--- src/hw/rtl/kae_pkg.sv ---
// kae_pkg: shared types and constants for the key auto-repeat engine
// no dependencies; imported by kae_cfg, kae_core and key_autorepeat_engine
package kae_pkg;

  localparam int NUM_KEYS    = 256;
  localparam int KEY_W       = 8;
  localparam int KEY_AW      = (NUM_KEYS > 1) ? $clog2(NUM_KEYS) : 1;
  localparam int SAMPLE_W    = 16;
  localparam int TIME_W      = 32;
  localparam int IN_TDATA_W  = 56;
  localparam int OUT_TDATA_W = 8;
  localparam int EVENT_W     = 2;

  localparam int DELAY_W     = 10;
  localparam int INTERVAL_W  = 9;
  localparam int THRESH_W    = 15;
  localparam int CFG_IDX_W   = 2;
  localparam int CFG_DATA_W  = 15;

  localparam logic [DELAY_W-1:0]    DELAY_RESET    = DELAY_W'(250);
  localparam logic [INTERVAL_W-1:0] INTERVAL_RESET = INTERVAL_W'(33);
  localparam logic [INTERVAL_W-1:0] MIN_INTERVAL   = INTERVAL_W'(10);
  localparam logic [THRESH_W-1:0]   THRESH_RESET   = THRESH_W'(328);

  localparam logic [CFG_IDX_W-1:0] REG_DELAY     = CFG_IDX_W'(0);
  localparam logic [CFG_IDX_W-1:0] REG_INTERVAL  = CFG_IDX_W'(1);
  localparam logic [CFG_IDX_W-1:0] REG_THRESHOLD = CFG_IDX_W'(2);

  typedef enum logic [EVENT_W-1:0] {
    EV_NONE    = 2'd0,
    EV_PRESS   = 2'd1,
    EV_REPEAT  = 2'd2,
    EV_RELEASE = 2'd3
  } key_event_t;

  typedef struct packed {
    logic [DELAY_W-1:0]    repeat_delay_ms;
    logic [INTERVAL_W-1:0] repeat_interval_ms;
    logic [THRESH_W-1:0]   active_threshold;
  } kae_cfg_t;

endpackage

--- src/hw/rtl/kae_cfg.sv ---
// kae_cfg: configuration registers of the key auto-repeat engine
// depends on kae_pkg; interval writes below the minimum are clamped
module kae_cfg (
  input  logic                           clk,
  input  logic                           rst,
  input  logic                           cfg_valid,
  output logic                           cfg_ready,
  input  logic [kae_pkg::CFG_IDX_W-1:0]  cfg_index,
  input  logic [kae_pkg::CFG_DATA_W-1:0] cfg_data,
  output kae_pkg::kae_cfg_t              cfg
);
  import kae_pkg::*;

  logic [INTERVAL_W-1:0] interval_wr;

  assign cfg_ready   = 1'b1;
  assign interval_wr = (cfg_data[INTERVAL_W-1:0] < MIN_INTERVAL) ? MIN_INTERVAL
                                                                 : cfg_data[INTERVAL_W-1:0];

  always_ff @(posedge clk) begin
    if (rst) begin
      cfg.repeat_delay_ms    <= DELAY_RESET;
      cfg.repeat_interval_ms <= INTERVAL_RESET;
      cfg.active_threshold   <= THRESH_RESET;
    end else if (cfg_valid && cfg_ready) begin
      unique case (cfg_index)
        REG_DELAY:     cfg.repeat_delay_ms    <= cfg_data[DELAY_W-1:0];
        REG_INTERVAL:  cfg.repeat_interval_ms <= interval_wr;
        REG_THRESHOLD: cfg.active_threshold   <= cfg_data[THRESH_W-1:0];
        default:       ;
      endcase
    end
  end

endmodule

--- config.mk ---
export PLATFORM = sky130hd
export DESIGN_NAME = kae_cfg
export DESIGN_NICKNAME = d
export VERILOG_FILES = /design/src/hw/rtl/kae_pkg.sv /design/src/hw/rtl/kae_cfg.sv
export SDC_FILE = /design/constraint.sdc
export NUM_CORES = 1
export LEC_CHECK = 0
export ABC_AREA = 1
export CORE_ASPECT_RATIO = 1.4
export CORE_MARGIN = 4
export CORE_UTILIZATION = 55
export DETAILED_ROUTE_END_ITERATION = 7
export DONT_BUFFER_PORTS = 1
export PLACE_DENSITY = 0.7
export SYNTH_ARGS = -nofsm -noshare
export SYNTH_HDL_FRONTEND = slang
export SYNTH_SLANG_ARGS = --single-unit
--- constraint.sdc ---
create_clock -name clk -period 1.5 [get_ports clk]
set_input_delay 0.375 -clock clk [delete_from_list [all_inputs] [get_ports clk]]
set_output_delay 0.375 -clock clk [all_outputs]
set_load 0.005 [all_outputs]
==> metrics.txt, run 1 <==
Core ar.=0.00218 mm^2; vias in the first global route=951; overall power after layout=1.59 mW; Post-synth EDFFs=0; Via Count=991; Setup Skew=0 ns; TNS Setup=0 ns; initial antenna violation count=0; Setup WS pre-CTS=0.286 ns; global route total overflow=0; gr usage total=19.1%; Final Cycle Share=72.3%; remaining routing DRC violations=0; maximum VDD drop=0.726 mV; clk buf depth=2; post-route ant nets=0; syn_nets=176; post-DP HPWL=2020 um; number of cells upsized or downsized after cts=0; die area=0.00312 mm^2; DRT iter0 DRCs=16; Final Hold Vio Count=0; H-tree levels=2; Distinct cells, synth=20; R2R cell count=2; worst reg2reg setup slack=0.82 ns; Setup Buffers After CTS=0; CTS Buf Count=5; minimum clock period=1.08 ns; Cells on Worst Hold Path=1; biggest area consumer among synthesized cells=dfxtp_1; Min-Delay Startpoint=rst; Critical Path RT=1.12 ns; Largest register FFs=34; first-pass GRT wire length=4650 um; total of max-cap violations=0; die span in x=48.4 um; critical-path maximum fanout=2; root buf cell=clkbuf_4; #FFs+latches synth=34; final wirelength=2750 um; YS warnings=0; RSZ-0062 raised after global routing=false; end of the worst hold path=cfg[23]$_SDFFE_PP0P_; nets=177; Synth top area share=54.2%; latest clock arrival within the worst-skew pair=0.32 ns; share of cells above drive strength 1=10.9%; Synth Flop Type=dfxtp_1; CTS Sinks=34; Synth top cells by count=nor2_1 (36), dfxtp_1 (34), nand2_1 (23); TritonRoute pass-1 iters=4; Syn Area/Cell=8.05 um^2; Final setup viols=0; final slew viol count=0; post-route setup slack=0.416 ns; crit start category=register; Worst Setup End Kind=primary output; synthesized area=0.00126 mm^2; largest net degree at the start of global routing=33; Pwr Density=1230 mW/mm^2; Critical path origin=cfg[29]$_SDFFE_PP1P_; post-DR wirelength/cell=15.4 um; worst min path class=in -> reg; Post-synth ARST share=0%; top post-synthesis cells by area=dfxtp_1 (54%), nor2_1 (11%), o21ai_0 (8.0%), nand2_1 (6.9%), nand3_1 (3.6%); diodes inserted=0; Die Ht=64.5 um; Cells after Synth=156; WS Path Type=reg -> out; R2R Path End=cfg[7]$_SDFFE_PP0P_; clock slew at reported path FFs=0.09 ns; GPL Wtd Cong=0.702; outcome=completed; final core utilization=59.4%; top-count cell post-synth=nor2_1; Largest Register=cfg; crit path DAT=0.71 ns; sequential share of the synthesized area=54.2%; area grow syn2layout=2.89%; Worst R2R Start=cfg[7]$_SDFFE_PP0P_; Peak Freq=922 MHz; biggest regs=cfg x34; Initial Utilization=57.7%; Via density=5.57; I/O pin cnt=55; Cell Rows=20; input/output buffers=0; CTS tree=built; hold_buf cts=0; leakage power=0.563 nW
cell usage in the layout (no fill, tap or decap), types with 2 or more instances in the layout:
| cell | instances |
|---|---|
| nor2_1 | 36 |
| inv_1 | 4 |
| o21ai_0 | 20 |
| clkbuf_4 | 5 |
| a21oi_1 | 8 |
| o211ai_2 | 2 |
| o21ai_1 | 3 |
| nand2_1 | 23 |
| inv_2 | 3 |
| nand3_1 | 9 |
| dfxtp_1 | 34 |
| buf_4 | 2 |
how the worst max path moves through the flow:
stage                      endpoint  slack [ns]  depth (start not counted)
2_1_floorplan  cfg[30]$_SDFFE_PP1P_        0.35                          7
3_3_place_gp    cfg[7]$_SDFFE_PP0P_        0.34                          5
3_5_place_dp   cfg[31]$_SDFFE_PP1P_        0.29                          6
4_1_cts                     cfg[29]        0.40                          0
5_1_grt                     cfg[25]        0.35                          0
6_report                    cfg[29]        0.42                          0
through the flow:
| step | hold slack, ns | instances | area, um^2 |
|---|---|---|---|
| after floorplan | 0.444 | 156 | 1260 |
| after global placement | 0.446 | 172 | 1240 |
| after detailed placement | 0.447 | 172 | 1240 |
| after CTS | 0.0912 | 178 | 1290 |
| after global routing | 0.0586 | 178 | 1290 |
| final | 0.100 | 178 | 1290 |
cell type report:
| class | count | area (um^2) |
|---|---|---|
| Clock buffer | 6 | 51.3 |
| Fill cell | 212 | 885 |
| Inverter | 7 | 26.3 |
| Timing Repair Buffer | 2 | 15.0 |
| Sequential cell | 34 | 681 |
| Tap cell | 22 | 27.5 |
| Multi-Input combinational cell | 107 | 492 |
per-layer routing:
metal  GRT usage (%)  vias up  wire length (um)
li1                -      504                 -
met1            19.4      439              1040
met2            29.4       42              1320
met3            14.0        6               332
met4            7.96        0                52
met5               0        -                 0
cells by family (layout without fill, tap and decap cells):
| family | Yosys count | in the layout | share of synthesized area, % |
|---|---|---|---|
| AND/OR/NAND/NOR | 72 | 72 | 23.9 |
| other | 1 | 1 | 0.299 |
| flip-flops | 34 | 34 | 54.2 |
| AO/OA/AOI/OAI | 34 | 34 | 14.9 |
| buffers and inverters | 15 | 15 | 6.67 |
report_power, final:
group,internal [mW],switching (mW)
clock network,0.211,0.281
logic,0.0405,0.0715
registers,0.949,0.0351
Power figures use the tool's default switching activity.
==> run 2: changes to the inputs <==
- ABC_AREA: 1 -> 0
- clock period: 1.5 -> 1.08 ns (I/O delays scaled with it)
==> metrics.txt, run 2 <==
commonest non-fill, non-tap cell in the layout=nand2_1; Syn Area/Cell=8.89 um^2; failing checks=hold timing; biggest regs=cfg x34; TritonRoute pass-1 iters=4; cell area after layout=0.00139 mm^2; TNS Setup=0 ns; post-DR wirelength/cell=15.9 um; H-tree levels=2; final slew viol count=0; Via density=5.58; Worst Setup End Kind=primary output; hold slack final=-0.00204 ns; Final Hold Vio Count=2; clk buf depth=2; final wirelength=2760 um; Synth top area share=52.1%; remaining routing DRC violations=0; gr usage total=19.5%; top post-synthesis cells by area=dfxtp_1 (52%), nand2_1 (12%), a21oi_1 (6.5%), a211o_1 (4.7%), mux2i_1 (3.1%); Pwr Density=1580 mW/mm^2; global route total overflow=0; Initial Utilization=58.7%; post-route setup slack=0.0917 ns; Synth top cells by count=nand2_1 (41), dfxtp_1 (34), a21oi_1 (17); WS Path Type=reg -> out; outcome=finished with violations; diodes inserted=0; Cell Rows=20; minimum clock period=0.988 ns; Synth Flop Type=dfxtp_1; total of max-cap violations=0; Post-synth ARST share=0%; maximum VDD drop=1.16 mV; area of the multi-input gates=558 um^2; Via Count=966; GR peak layer=met2; RSZ-0062 raised after global routing=false; CTS Sinks=34; input/output buffers=0; top-count cell post-synth=nand2_1; Die Ht=65.7 um; worst min path class=in -> reg; clock slew at reported path FFs=0.10 ns; Final Cycle Share=91.5%; vias in the first global route=1023; Final setup viols=0; overall power after layout=2.20 mW; share of cells above drive strength 1=11.9%; Distinct cells, synth=25; CTS Buf Count=5; biggest area consumer among synthesized cells=dfxtp_1; I/O pin cnt=55; Post-synth EDFFs=0; CTS tree=built; Largest register FFs=34; YS warnings=0; sequential share of the synthesized area=52.1%; area grow syn2layout=6.51%; crit start category=register; post-DP HPWL=1990 um; Core ar.=0.00223 mm^2; DRT iter0 DRCs=17; largest net degree at the start of global routing=35; filler cell count=199; post-route ant nets=0; root buf cell=clkbuf_4; syn_nets=167; initial antenna violation count=0; Register Area=681 um^2; Critical Path RT=0.81 ns; latest clock arrival within the worst-skew pair=0.32 ns; Setup Skew=0 ns; met1 Usage GRT=20.9%; met2 usage=31.7%; most frequent cells in the layout=nand2_1 (41), dfxtp_1 (34), a21oi_1 (17), nor2_1 (8), a211o_1 (7); nets=170; grt met3 use=8.62%; Placed Area=0.00133 mm^2; crit path DAT=0.72 ns; synthesized area=0.00131 mm^2; leakage power=0.522 nW; final core utilization=62.5%; die area=0.00323 mm^2; die span in x=49.2 um; critical-path maximum fanout=2; GPL Wtd Cong=0.706; Largest Register=cfg; #FFs+latches synth=34; Cells after Synth=147; Setup WS pre-CTS=-0.0250 ns; Peak Freq=1010 MHz; first-pass GRT wire length=4730 um
==> run 2: metal layers <==
| metal | wire length (um) | vias to the layer above |
|---|---|---|
| met1 | 1060 | 434 |
| met5 | 0 | - |
| met3 | 263 | 7 |
| met4 | 68 | 0 |
| met2 | 1370 | 34 |
| li1 | - | 491 |
==> run 2: where the power goes <==
group	switching (mW)	total, mW	internal, mW
registers	0.0378	1.34	1.30
clock network	0.409	0.724	0.315
logic	0.0648	0.138	0.0728
==> run 2: final cells by class <==
class | count | share of cell area, %
clock inverters | 1 | 0.360
inverters | 2 | 0.540
multi-input cells | 101 | 40.1
clock buffers | 7 | 3.96
well taps | 22 | 1.98
repair buffers | 6 | 4.14
flip-flops and latches | 34 | 48.9
==> run 2: cells by family (layout without fill, tap and decap cells) <==
kind of cell / Yosys count / after routing / synth area share, %
simple gates: 67 / 67 / 25.4
flops: 34 / 34 / 52.1
other cells: 1 / 1 / 0.287
mux: 4 / 4 / 3.07
compound gates: 29 / 29 / 14.0
buf+inv: 12 / 16 / 5.17
==> run 2: what timing repair did <==
item,4_1_cts,5_1_grt
endpoints found under the hold margin,23,23
setup buffers,0,0
gates resized for setup,0,0
==> run 2: worst paths after layout <==
path / startpoint / to / slack, ns / cells after the start
setup reg to reg: cfg[30]$_SDFFE_PP1P_ / cfg[30]$_SDFFE_PP1P_ / 0.26 / 2
hold / removal: rst / cfg[19]$_SDFFE_PP0P_ / -0.002 / 1
setup / recovery: cfg[32]$_SDFFE_PP0P_ / cfg[32] / 0.09 / 0
hold reg to reg: cfg[14]$_SDFFE_PP0P_ / cfg[14]$_SDFFE_PP0P_ / 0.47 / 2
==> run 2: stage by stage <==
| step | hold WS, ns | instances |
|---|---|---|
| after global placement | 0.343 | 165 |
| final | -0.00204 | 173 |
| after global routing | -0.0237 | 173 |
| after detailed placement | 0.345 | 165 |
| after floorplan | 0.388 | 147 |
| after CTS | -0.0172 | 173 |
